**src/sv/sobel_edge_magnitude_rgb_assert.svh**
```systemverilog
// Assertion macros shared by the Sobel edge magnitude RTL.
// No dependencies; include inside a module that has clk and rst_n.
`ifndef SOBEL_EDGE_MAGNITUDE_RGB_ASSERT_SVH
`define SOBEL_EDGE_MAGNITUDE_RGB_ASSERT_SVH

// Condition must never hold outside reset.
`define SEM_ASSERT_NEVER(lbl, cond, msg) \
  lbl: assert property (@(posedge clk) disable iff (!rst_n) !(cond)) else $error(msg);

// Antecedent implies consequent in the same cycle.
`define SEM_ASSERT_IMPL(lbl, ante, cons, msg) \
  lbl: assert property (@(posedge clk) disable iff (!rst_n) (ante) |-> (cons)) else $error(msg);

`endif

```
**src/sv/sem_pkg.sv**
```systemverilog
// Shared types, constants and the Sobel gradient function.
// No dependencies.
`timescale 1ns / 1ps
package sem_pkg;

  localparam int unsigned DefMaxWidth  = 1024;
  localparam int unsigned DefMaxHeight = 4096;
  localparam int unsigned WidthRegW    = 11;
  localparam int unsigned HeightRegW   = 13;
  localparam int unsigned CfgDataW     = 13;
  localparam logic [10:0] WidthReset   = 11'd1024;
  localparam logic [12:0] HeightReset  = 13'd1024;
  localparam int unsigned QueueDepth   = 2;
  localparam logic [20:0] SatLimit     = 21'd65280;
  localparam logic [7:0]  EdgeMax      = 8'd255;

  typedef enum logic {
    REG_WIDTH  = 1'b0,
    REG_HEIGHT = 1'b1
  } cfg_reg_t;

  // [0] red, [1] green, [2] blue
  typedef logic [2:0][7:0] pix_t;

  typedef struct packed {
    pix_t mid;
    pix_t up;
  } lines_t;

  typedef struct packed {
    logic signed [10:0] gx;
    logic signed [10:0] gy;
  } grad_t;

  typedef struct packed {
    grad_t [2:0] g;
    logic        last;
  } grad_item_t;

  // p[r*3+c]: 3x3 neighborhood of one channel
  function automatic grad_t sobel_grad(input logic [8:0][7:0] p);
    logic signed [11:0] pos_x;
    logic signed [11:0] neg_x;
    logic signed [11:0] pos_y;
    logic signed [11:0] neg_y;
    grad_t g;
    pos_x = $signed({4'b0, p[2]}) + $signed({3'b0, p[5], 1'b0}) + $signed({4'b0, p[8]});
    neg_x = $signed({4'b0, p[0]}) + $signed({3'b0, p[3], 1'b0}) + $signed({4'b0, p[6]});
    pos_y = $signed({4'b0, p[6]}) + $signed({3'b0, p[7], 1'b0}) + $signed({4'b0, p[8]});
    neg_y = $signed({4'b0, p[0]}) + $signed({3'b0, p[1], 1'b0}) + $signed({4'b0, p[2]});
    g.gx = 11'(pos_x - neg_x);
    g.gy = 11'(pos_y - neg_y);
    return g;
  endfunction

endpackage

```
**src/sv/sem_fifo.sv**
```systemverilog
// Short queue of gradient items between front and back.
// Depends on sem_pkg and sobel_edge_magnitude_rgb_assert.svh.
`timescale 1ns / 1ps
`include "sobel_edge_magnitude_rgb_assert.svh"
module sem_fifo #(
  parameter int unsigned DEPTH = sem_pkg::QueueDepth
) (
  input  logic                 clk,
  input  logic                 rst_n,
  input  logic                 push,
  input  sem_pkg::grad_item_t  push_data,
  input  logic                 pop,
  output sem_pkg::grad_item_t  head,
  output logic                 full,
  output logic                 empty
);
  localparam int unsigned PW = (DEPTH > 1) ? $clog2(DEPTH) : 1;
  localparam int unsigned CNTW = $clog2(DEPTH + 1);

  sem_pkg::grad_item_t store_r [DEPTH];
  logic [PW-1:0]   wr_ptr_r, wr_ptr_nxt;
  logic [PW-1:0]   rd_ptr_r, rd_ptr_nxt;
  logic [CNTW-1:0] count_r, count_nxt;

  assign full  = (count_r == CNTW'(DEPTH));
  assign empty = (count_r == '0);
  assign head  = store_r[rd_ptr_r];

  always_comb begin
    wr_ptr_nxt = wr_ptr_r;
    rd_ptr_nxt = rd_ptr_r;
    count_nxt  = count_r;
    if (push) begin
      wr_ptr_nxt = (32'(wr_ptr_r) == DEPTH - 1) ? '0 : wr_ptr_r + 1'b1;
    end
    if (pop) begin
      rd_ptr_nxt = (32'(rd_ptr_r) == DEPTH - 1) ? '0 : rd_ptr_r + 1'b1;
    end
    if (push && !pop) begin
      count_nxt = count_r + 1'b1;
    end else if (pop && !push) begin
      count_nxt = count_r - 1'b1;
    end
  end

  always_ff @(posedge clk) begin
    if (!rst_n) begin
      wr_ptr_r <= '0;
      rd_ptr_r <= '0;
      count_r  <= '0;
    end else begin
      wr_ptr_r <= wr_ptr_nxt;
      rd_ptr_r <= rd_ptr_nxt;
      count_r  <= count_nxt;
    end
  end

  always_ff @(posedge clk) begin
    if (push) begin
      store_r[wr_ptr_r] <= push_data;
    end
  end

  `SEM_ASSERT_NEVER(a_no_overflow, push && full && !pop, "push into full queue")
  `SEM_ASSERT_NEVER(a_no_underflow, pop && empty, "pop from empty queue")
  `SEM_ASSERT_IMPL(a_count_bound, 1'b1, 32'(count_r) <= DEPTH, "queue count beyond depth")
endmodule

```
**config.mk**
```make
export PLATFORM = sky130hd
export DESIGN_NAME = sem_fifo
export DESIGN_NICKNAME = d
export VERILOG_FILES = /design/src/sv/sem_pkg.sv /design/src/sv/sem_fifo.sv
export VERILOG_INCLUDE_DIRS = /design/src /design/src/sv
export SDC_FILE = /design/constraint.sdc
export NUM_CORES = 1
export LEC_CHECK = 0
export BUFFER_PORTS_ARGS = -buffer_cell sky130_fd_sc_hd__buf_2
export CAP_MARGIN = 20
export CORE_UTILIZATION = 52
export CTS_CLUSTER_SIZE = 28
export DETAILED_ROUTE_END_ITERATION = 8
export HOLD_SLACK_MARGIN = 0.12
export PLACE_DENSITY = 0.84
export SLEW_MARGIN = 10
export SYNTH_ARGS = -nofsm -noshare
export SYNTH_HDL_FRONTEND = slang
export SYNTH_SLANG_ARGS = --single-unit
```
**constraint.sdc**
```tcl
create_clock -name clk -period 6 [get_ports clk]
set_clock_uncertainty 0.15 [all_clocks]
set_input_delay 1.2 -clock clk [delete_from_list [all_inputs] [get_ports clk]]
set_output_delay 1.2 -clock clk [all_outputs]
set_load 0.02 [all_outputs]
```
==> reports/metrics.cfg <==
[outcome]
status = complete, no violations

[clock_tree]
postCtsHoldBufs = 0
cts-root-buf = clkbuf_8
cts.sinks = 139
numCtsBuffers = 17
post_cts_resized = 0
cts_tree = yes
cts_max_path_buffers = 2
clock_latency_ps = 510
htreeDepth = 4
post_cts_buffers = 0
path_clk_slew_ps = 60

[floorplan]
die_w_um = 102
dieArea_um2 = 10300
num_rows = 36
io_pins = 140
core_area_um2 = 9680
start_util_pct = 53.3
die-height_um = 102

[worst_setup_path]
start_kind = flop
end_kind = primary output
critPathKind = reg -> out
r2r_slack_ps = 3770
rr_startpoint = wr_ptr_r$_SDFFE_PN0P_
critical-path-slowest-cell = dfxtp_4
cp.depth = 2
rr_endpoint = store_r[0][1]$_DFFE_PP_
worstPathCellList = mux2_2, buf_2
critical_path_buf_inv_count = 1
worstPathRequired_ps = 4650
ff2ff_path_depth = 2
critPathMaxStageDelay_ps = 1030
critPathArrivalTime_ps = 2170
worst_path_dominant_cell_family = flip-flops
crit_fanout = 67

[routing]
dr.pass1.iters = 4
wirelength_met1_mm = 3.47
final_antenna_net_count = 0
wl_met2_mm = 4.70
vias = 2602
wl_met3_um = 460
drt_iter0_markers = 94
drc = 0
drt-total-wl_mm = 8.76
via_per_inst = 4.93
top_layer = met4
wl_per_cell_um = 16.6

[power_and_ir_drop]
ir_drop_mv = 0.219
p_leak_nw = 2.57
pwr_density_cell_nw_per_um2 = 370

[grt]
grt_overflow = 0
grt_pass1_wl_mm = 12.9
grt_usage_pct = 17.6
antenna_found_initial = 0
grt_pass1_vias = 2681
grt_max_degree = 68

[sta]
setup_tns_ps = 0
fmax_ghz = 0.284
fin_crit_ps = 3520
slew_headroom_pct = 30.5
maxSlewViolCount = 0
fin_crit_sh_pct = 58.7
rsz0062_at_grt = no
worst_pin_slew_ps = 1040
hold_violations = 0
finalSetupViolCount = 0

[final_layout]
num-fill-cells = 645
syn2layout_area_growth_pct = 27.7
antenna_cells = 0
drive_gt1_share_pct = 61.0
nets = 454
final_cell_area_um2 = 6600

[place]
place_hpwl_mm = 5.41
gp_congestion = 0.632
port_buffers = 139
place_area_um2 = 5990

[synthesis]
ys_seq_area_share_pct = 79.8
synth_area_um2 = 5170
synth_nets = 302
ys_types = 19
ys_seq_elements = 139
netlist_instances = 230
yosysWarnings = 0
syn_avg_cell_area_um2 = 22.5

[min_path]
hold_class = reg -> reg
whs_path_depth = 2
hold_end = count_r[1]$_SDFFE_PN0P_
min_from = count_r[1]$_SDFFE_PN0P_

[flow_run]
maxCapViolations = 0

where the power goes:
group	internal (W)	leakage [nW]	switching [W]	total [W]
registers	0.00112	1.30	0.0000340	0.00116
logic	0.000116	0.979	0.000132	0.000248
clock network	0.000666	0.291	0.000368	0.00103
total	0.00190	2.57	0.000534	0.00244
routing by layer:
metal / global-route usage (%) / vias to the layer above
li1: - / 1215
met1: 19.8 / 1277
met2: 30.4 / 98
met3: 5.66 / 12
met4: 8.70 / 0
met5: 0 / -
worst reg2reg max path, cell delays in order, from the launching register on:
cell,delay (ps)
dfxtp_1,350
nor2b_4,770
buf_4,590
state kept, by name, summed over array words and instances (netlist names), named ones only:
register  cells
wr_ptr_r      1
store_r     134
rd_ptr_r      1
count_r       2
placed cells by master (no fill, tap or decap):
cell	n
a21boi_1	1
and2_1	3
and2_4	1
and2b_2	1
buf_2	139
buf_4	1
bufinv_16	3
clkbuf_1	2
clkbuf_16	16
clkbuf_8	4
clkinv_2	2
clkinv_4	3
clkinvlp_4	2
dfxtp_1	4
dfxtp_4	1
edfxtp_1	134
ha_1	1
inv_1	1
mux2_2	37
mux2_4	30
nor2_1	1
nor2b_1	1
nor2b_4	1
o21a_1	1
o21ai_0	1
or3_1	1
xnor2_1	1
xor2_1	2
logic make-up after synthesis:
family	after synthesis	synth area share (%)
xor+xnor	3	0.509
simple gates	9	1.09
mux	67	16.8
compound gates	3	0.388
fa+ha+maj	1	0.242
buf+inv	8	1.16
flops	139	79.8
cell usage after synthesis:
master	instances	area share, %
mux2_4	30	8.7
edfxtp_1	134	78
xor2_1	2	0.34
or3_1	1	0.12
o21ai_0	1	0.097
buf_4	1	0.15
dfxtp_1	5	1.9
o21a_1	1	0.15
ha_1	1	0.24
nor2_1	1	0.073
buf_6	3	0.65
and2b_2	1	0.17
inv_1	1	0.073
mux2_2	37	8.1
xnor2_1	1	0.17
buf_2	3	0.29
nor2b_1	2	0.24
a21boi_1	1	0.15
and2_1	4	0.48
cell type report:
type	count	area [µm²]	share of cell area [%]
clock buffer	22	463	7.02
clock inverter	10	141	2.14
inverter	1	3.75	0.0569
multi-input combinational	83	992	15.0
sequential	139	4130	62.6
tap	133	166	2.52
timing repair buffer	140	703	10.7
stage by stage:
| step | hold WS, ps | cells | setup WS (ps) | util [%] | total power (W) |
|---|---|---|---|---|---|
| finish | 370 | 528 | 2480 | 68.1 | 0.00244 |
| global route | 404 | 528 | 2360 | 68.1 | 0.00252 |
| CTS | 381 | 528 | 2420 | 68.1 | 0.00246 |
| detailed placement | 374 | 496 | 2700 | 61.9 | 0.00143 |
| global placement | 328 | 496 | 2800 | 61.9 | 0.00142 |
| floorplan | 316 | 230 | 1180 | - | 0.00134 |
worst max-delay path by stage:
stage	to	slack, ps
floorplan	store_r[0][0]$_DFFE_PP_	1180
CTS	head[46]	2420
finish	head[46]	2480
global route	head[4]	2360
global placement	store_r[0][18]$_DFFE_PP_	2800
detailed placement	store_r[0][40]$_DFFE_PP_	2700
No activity file was read; power rests on OpenSTA's default activity.
