### src/sv/sobel_edge_magnitude_rgb_assert.svh
// Assertion macros shared by the Sobel edge magnitude RTL.
// No dependencies; include inside a module that has clk and rst_n.
`ifndef SOBEL_EDGE_MAGNITUDE_RGB_ASSERT_SVH
`define SOBEL_EDGE_MAGNITUDE_RGB_ASSERT_SVH

// Condition must never hold outside reset.
`define SEM_ASSERT_NEVER(lbl, cond, msg) \
  lbl: assert property (@(posedge clk) disable iff (!rst_n) !(cond)) else $error(msg);

// Antecedent implies consequent in the same cycle.
`define SEM_ASSERT_IMPL(lbl, ante, cons, msg) \
  lbl: assert property (@(posedge clk) disable iff (!rst_n) (ante) |-> (cons)) else $error(msg);

`endif

### src/sv/sem_pkg.sv
// Shared types, constants and the Sobel gradient function.
// No dependencies.
`timescale 1ns / 1ps
package sem_pkg;

  localparam int unsigned DefMaxWidth  = 1024;
  localparam int unsigned DefMaxHeight = 4096;
  localparam int unsigned WidthRegW    = 11;
  localparam int unsigned HeightRegW   = 13;
  localparam int unsigned CfgDataW     = 13;
  localparam logic [10:0] WidthReset   = 11'd1024;
  localparam logic [12:0] HeightReset  = 13'd1024;
  localparam int unsigned QueueDepth   = 2;
  localparam logic [20:0] SatLimit     = 21'd65280;
  localparam logic [7:0]  EdgeMax      = 8'd255;

  typedef enum logic {
    REG_WIDTH  = 1'b0,
    REG_HEIGHT = 1'b1
  } cfg_reg_t;

  // [0] red, [1] green, [2] blue
  typedef logic [2:0][7:0] pix_t;

  typedef struct packed {
    pix_t mid;
    pix_t up;
  } lines_t;

  typedef struct packed {
    logic signed [10:0] gx;
    logic signed [10:0] gy;
  } grad_t;

  typedef struct packed {
    grad_t [2:0] g;
    logic        last;
  } grad_item_t;

  // p[r*3+c]: 3x3 neighborhood of one channel
  function automatic grad_t sobel_grad(input logic [8:0][7:0] p);
    logic signed [11:0] pos_x;
    logic signed [11:0] neg_x;
    logic signed [11:0] pos_y;
    logic signed [11:0] neg_y;
    grad_t g;
    pos_x = $signed({4'b0, p[2]}) + $signed({3'b0, p[5], 1'b0}) + $signed({4'b0, p[8]});
    neg_x = $signed({4'b0, p[0]}) + $signed({3'b0, p[3], 1'b0}) + $signed({4'b0, p[6]});
    pos_y = $signed({4'b0, p[6]}) + $signed({3'b0, p[7], 1'b0}) + $signed({4'b0, p[8]});
    neg_y = $signed({4'b0, p[0]}) + $signed({3'b0, p[1], 1'b0}) + $signed({4'b0, p[2]});
    g.gx = 11'(pos_x - neg_x);
    g.gy = 11'(pos_y - neg_y);
    return g;
  endfunction

endpackage

### src/sv/sem_back.sv
// Back end: squares gradients, takes rounded saturated roots, drives results.
// Depends on sem_pkg.
`timescale 1ns / 1ps
module sem_back (
  input  logic                clk,
  input  logic                rst_n,
  input  logic                q_empty,
  input  sem_pkg::grad_item_t q_head,
  output logic                q_pop,
  output logic                out_tvalid,
  input  logic                out_tready,
  output logic [23:0]         out_tdata,
  output logic                out_tlast
);
  typedef enum logic [1:0] {BS_IDLE, BS_ROOT, BS_DONE} bstate_t;

  bstate_t          state_r;
  logic [2:0]       step_r;
  logic [20:0]      sq_r [3];
  logic [7:0]       lo_r [3];
  logic [7:0]       hi_r [3];
  logic             last_r;
  logic             out_valid_r;
  sem_pkg::pix_t    out_data_r;
  logic             out_last_r;

  logic [20:0]      sq_nxt [3];
  logic [7:0]       lo_nxt [3];
  logic [7:0]       hi_nxt [3];
  logic [7:0]       mid [3];
  logic [16:0]      tst [3];
  logic signed [21:0] px [3];
  logic signed [21:0] py [3];
  sem_pkg::pix_t    edge_val;
  logic             out_free;

  assign q_pop      = (state_r == BS_IDLE) && !q_empty;
  assign out_free   = !out_valid_r || out_tready;
  assign out_tvalid = out_valid_r;
  assign out_tdata  = out_data_r;
  assign out_tlast  = out_last_r;

  always_comb begin
    for (int ch = 0; ch < 3; ch++) begin
      px[ch]     = q_head.g[ch].gx * q_head.g[ch].gx;
      py[ch]     = q_head.g[ch].gy * q_head.g[ch].gy;
      sq_nxt[ch] = 21'(px[ch]) + 21'(py[ch]);
      // binary search for the smallest r with r*r + r >= sum
      mid[ch]    = 8'((9'(lo_r[ch]) + 9'(hi_r[ch])) >> 1);
      tst[ch]    = 17'(mid[ch]) * 17'(mid[ch]) + 17'(mid[ch]);
      lo_nxt[ch] = lo_r[ch];
      hi_nxt[ch] = hi_r[ch];
      if (lo_r[ch] < hi_r[ch]) begin
        if (21'(tst[ch]) >= sq_r[ch]) begin
          hi_nxt[ch] = mid[ch];
        end else begin
          lo_nxt[ch] = mid[ch] + 8'd1;
        end
      end
      edge_val[ch] = (sq_r[ch] > sem_pkg::SatLimit) ? sem_pkg::EdgeMax : lo_r[ch];
    end
  end

  always_ff @(posedge clk) begin
    if (!rst_n) begin
      state_r     <= BS_IDLE;
      step_r      <= '0;
      out_valid_r <= 1'b0;
    end else begin
      if ((state_r == BS_DONE) && out_free) begin
        out_valid_r <= 1'b1;
      end else if (out_tready) begin
        out_valid_r <= 1'b0;
      end
      unique case (state_r)
        BS_IDLE: begin
          if (!q_empty) begin
            step_r  <= '0;
            state_r <= BS_ROOT;
          end
        end
        BS_ROOT: begin
          step_r <= step_r + 3'd1;
          if (step_r == 3'd7) begin
            state_r <= BS_DONE;
          end
        end
        BS_DONE: begin
          if (out_free) begin
            state_r <= BS_IDLE;
          end
        end
        default: state_r <= BS_IDLE;
      endcase
    end
  end

  always_ff @(posedge clk) begin
    if (q_pop) begin
      for (int ch = 0; ch < 3; ch++) begin
        sq_r[ch] <= sq_nxt[ch];
        lo_r[ch] <= 8'd0;
        hi_r[ch] <= 8'd255;
      end
      last_r <= q_head.last;
    end else if (state_r == BS_ROOT) begin
      for (int ch = 0; ch < 3; ch++) begin
        lo_r[ch] <= lo_nxt[ch];
        hi_r[ch] <= hi_nxt[ch];
      end
    end
    if ((state_r == BS_DONE) && out_free) begin
      out_data_r <= edge_val;
      out_last_r <= last_r;
    end
  end
endmodule
### config.mk
export PLATFORM = sky130hd
export DESIGN_NAME = sem_back
export DESIGN_NICKNAME = d
export VERILOG_FILES = /design/src/sv/sobel_edge_magnitude_rgb_assert.svh /design/src/sv/sem_pkg.sv /design/src/sv/sem_back.sv
export SDC_FILE = /design/constraint.sdc
export NUM_CORES = 2
export LEC_CHECK = 0
export BUFFER_PORTS_ARGS = -buffer_cell sky130_fd_sc_hd__buf_2
export CORE_MARGIN = 3
export CORE_UTILIZATION = 45
export DETAILED_ROUTE_END_ITERATION = 12
export PLACE_DENSITY = 0.67
export RECOVER_POWER = 25
export SYNTH_ARGS = -nofsm -noshare
export SYNTH_HDL_FRONTEND = slang
export SYNTH_SLANG_ARGS = --single-unit
### constraint.sdc
create_clock -name clk -period 7.6 [get_ports clk]
set_clock_uncertainty 0.2 [all_clocks]
set_input_delay 1.14 -clock clk [delete_from_list [all_inputs] [get_ports clk]]
set_output_delay 1.14 -clock clk [all_outputs]
set_load 0.03 [all_outputs]
==> qor.yml <==
status:
  outcome: "completed"
floorplan:
  die_h_um: 296
  start_util: 0.457
  ios: 98
  dieArea_mm2: 0.0876
  rows: 105
  core_area_mm2: 0.0828
  fp.dieW_um: 296
cells_and_area:
  fin_nets: 5375
  drive_gt1_frac: 0.0916
  area_growth_pct: 9.44
job:
  drv_cap: 0
clock_tree:
  cts.sinks: 143
  cts_buffer_depth: 2
  clk_latency_ns: 0.44
  cts-root-buf: "clkbuf_16"
  clk_pin_slew_ns: 0.07
  htreeDepth: 4
  cts_tree: "built"
  holdBufCountCts: 0
  numCtsBuffers: 17
global_routing:
  grt_pass1_wl_um: 132000
  grt_pass1_vias: 27300
  grt_start_max_net_pins: 67
  grt_usage: 0.184
  antenna_found_initial: 5
  overflow: 0
placed_design:
  post-place-ws_ns: -0.0882
  numPortBuffers: 97
  dp_hpwl_um: 66300
  gp_congestion: 0.877
synthesis:
  synth_edf_count: 137
  netlist_area_mm2: 0.0379
  async_flop_share: 0
  synth_seq_cells: 143
  synth.area.top_cells: "fa_1, ha_1, inv_1"
  ys_types: 71
  yosysWarnings: 0
  syn_nets: 5194
  synthFlopType: "edfxtp_1"
  yosys.area.top_type_share: 0.412
  seq_area_frac_synth: 0.112
  synth_area_leader_cell: "fa_1"
  synth.avg_cell_area_um2: 9.68
  synthCells: 3911
setup_path:
  rr_worst_depth: 27
  crit_arrival_ns: 7.29
  critical_path_depth: 27
  crit_slowest_cell: "fa_1"
  critical_path_class: "flop to flop"
  cp_common_cell: "fa_1"
  end_kind: "flop"
  timing.critical_path.buf_inv: 7
  max_stage_delay_ns: 0.50
  worstSetupStartpointType: "flop"
  crit_family: "adder cells"
  worst_ep_required_time_ns: 7.54
  crit_fanout: 8
sta:
  setup_ws_ns: 0.251
  finalCritPeriodShare: 0.967
  setup_violations: 0
  setup_tns_ns: 0
  final_hold_viol_count: 0
  relSlewSlack: 0.231
  fmax_mhz: 136
  period_needed_ns: 7.35
  maxSlewViolCount: 0
  worst_pin_slew_ns: 1.14
detailed_routing:
  drtIter0Drc: 1093
  avgRoutedWirePerCell_um: 14.7
  drt_wl_total_um: 76000
  num_vias: 25400
  final_antenna_net_count: 0
  drtPass1Iterations: 5
  vias_per_cell: 4.91
  drcViolationCount: 0
hold_path:
  hold_depth: 0
  min_path_type: "flop to flop"
-- cells in the final DEF (no fill, tap or decap), types with 7 or more instances in the layout --
master,instances
a211oi_1,15
a21o_1,40
a21oi_1,81
a21oi_2,13
a31oi_1,8
and2_1,145
and3_1,7
buf_2,95
buf_4,142
clkbuf_1,8
clkbuf_16,17
edfxtp_1,137
fa_1,777
ha_1,425
inv_1,1097
inv_2,8
mux2i_1,7
nand2_1,265
nand2b_1,69
nand3_1,17
nand3b_1,7
nand4_1,12
nor2_1,134
nor2_2,8
nor2b_1,72
nor3_1,43
nor3b_1,9
nor4_1,9
o211ai_1,10
o21a_1,22
o21ai_0,46
o31ai_1,9
or2_2,10
or3_1,11
xnor2_1,130
xor2_1,45
-- worst paths after layout --
path / from / to / slack (ns)
setup / recovery: lo_r[0][1]$_SDFFCE_PN0P_ / lo_r[0][2]$_SDFFCE_PN0P_ / 0.25
setup reg to reg: lo_r[0][1]$_SDFFCE_PN0P_ / lo_r[0][2]$_SDFFCE_PN0P_ / 0.25
hold reg to reg: last_r$_DFFE_PP_ / out_tlast$_DFFE_PP_ / 0.24
hold / removal: last_r$_DFFE_PP_ / out_tlast$_DFFE_PP_ / 0.24
-- layout make-up --
class	count	area, µm²
Antenna cell	2	5.00
Clock buffer	18	439
Sequential cell	143	4230
Clock inverter	14	125
Timing Repair Buffer	247	1600
Multi-Input combinational cell	2576	29500
Fill cell	7648	41300
Tap cell	1070	1340
Inverter	1107	4160
-- flip-flops by register name, indices dropped and copies added (netlist names) --
signal      cells
step_r          3
state_r         2
out_tvalid      1
last_r          1
lo_r           24
sq_r           63
hi_r           24
out_tlast       1
out_tdata      24
-- repair_timing --
| action | CTS | global route |
|---|---|---|
| setup endpoints to repair | 16 | 48 |
| gates cloned | 0 | 0 |
| pin swaps | 1 | 34 |
| buffers inserted | 1 | 20 |
| gates resized for setup | 4 | 86 |
-- synthesized netlist by cell type (8+ instances only) --
cell type / n
inv_1: 1104
fa_1: 779
ha_1: 433
nand2_1: 268
and2_1: 150
nor2_1: 143
edfxtp_1: 137
xnor2_1: 132
a21oi_1: 91
nor2b_1: 78
clkbuf_1: 77
nand2b_1: 69
o21ai_0: 53
xor2_1: 46
nor3_1: 45
a21o_1: 40
o21a_1: 22
nand3_1: 17
a211oi_1: 16
o31ai_1: 13
nand4_1: 12
or3_1: 11
o211ai_1: 10
or2_2: 10
nor3b_1: 9
nor4_1: 9
a31oi_1: 8
-- kinds of logic (layout without fill, tap and decap cells) --
family	after synthesis	in the layout	share of synthesized area
buffers and inverters	1192	1386	0.118
other	0	2	0
XOR/XNOR	178	178	0.0412
flip-flops	143	143	0.112
adder cells (fa/ha/maj)	1212	1212	0.555
AND/OR/NAND/NOR	847	847	0.112
multiplexers	10	10	0.00274
AO/OA/AOI/OAI	329	329	0.0587
-- per-layer routing --
| metal | vias up | part of all wire | GRT usage |
|---|---|---|---|
| met2 | 367 | 0.49 | 0.316 |
| met1 | 12800 | 0.46 | 0.257 |
| met4 | 4 | 0.013 | 0.0316 |
| li1 | 12200 | - | - |
| met5 | - | 0.00036 | 0 |
| met3 | 61 | 0.036 | 0.0203 |
-- stage by stage --
stage,cell area (µm²),util,instances,hold slack (ns)
after CTS,40900,0.494,5155,0.243
after global routing,41400,0.501,5176,0.258
after floorplan,37900,-,3911,0.200
after global placement,40300,0.487,5122,0.204
final,41400,0.501,5177,0.244
after detailed placement,40300,0.487,5122,0.226
-- worst register-to-register path, stage by stage, from the launching register on --
cell	delay, ns
edfxtp_1	0.45
buf_4	0.17
fa_1	0.46
nand2b_1	0.12
a21oi_2	0.08
o211ai_1	0.18
o211a_1	0.22
inv_2	0.11
or2_2	0.33
fa_1	0.50
inv_1	0.08
fa_1	0.50
fa_1	0.49
inv_1	0.05
fa_1	0.48
inv_1	0.05
ha_1	0.26
nor3_1	0.35
a22oi_2	0.13
buf_4	0.17
a311o_1	0.35
xor2_1	0.14
ha_1	0.30
a21o_1	0.18
a21oi_2	0.17
nand4_1	0.16
a21boi_1	0.17
buf_4	0.20
Power is left out: the tool's default activity adds up to more than one toggle a clock period on the data nets, which glitch-free logic cannot reach.
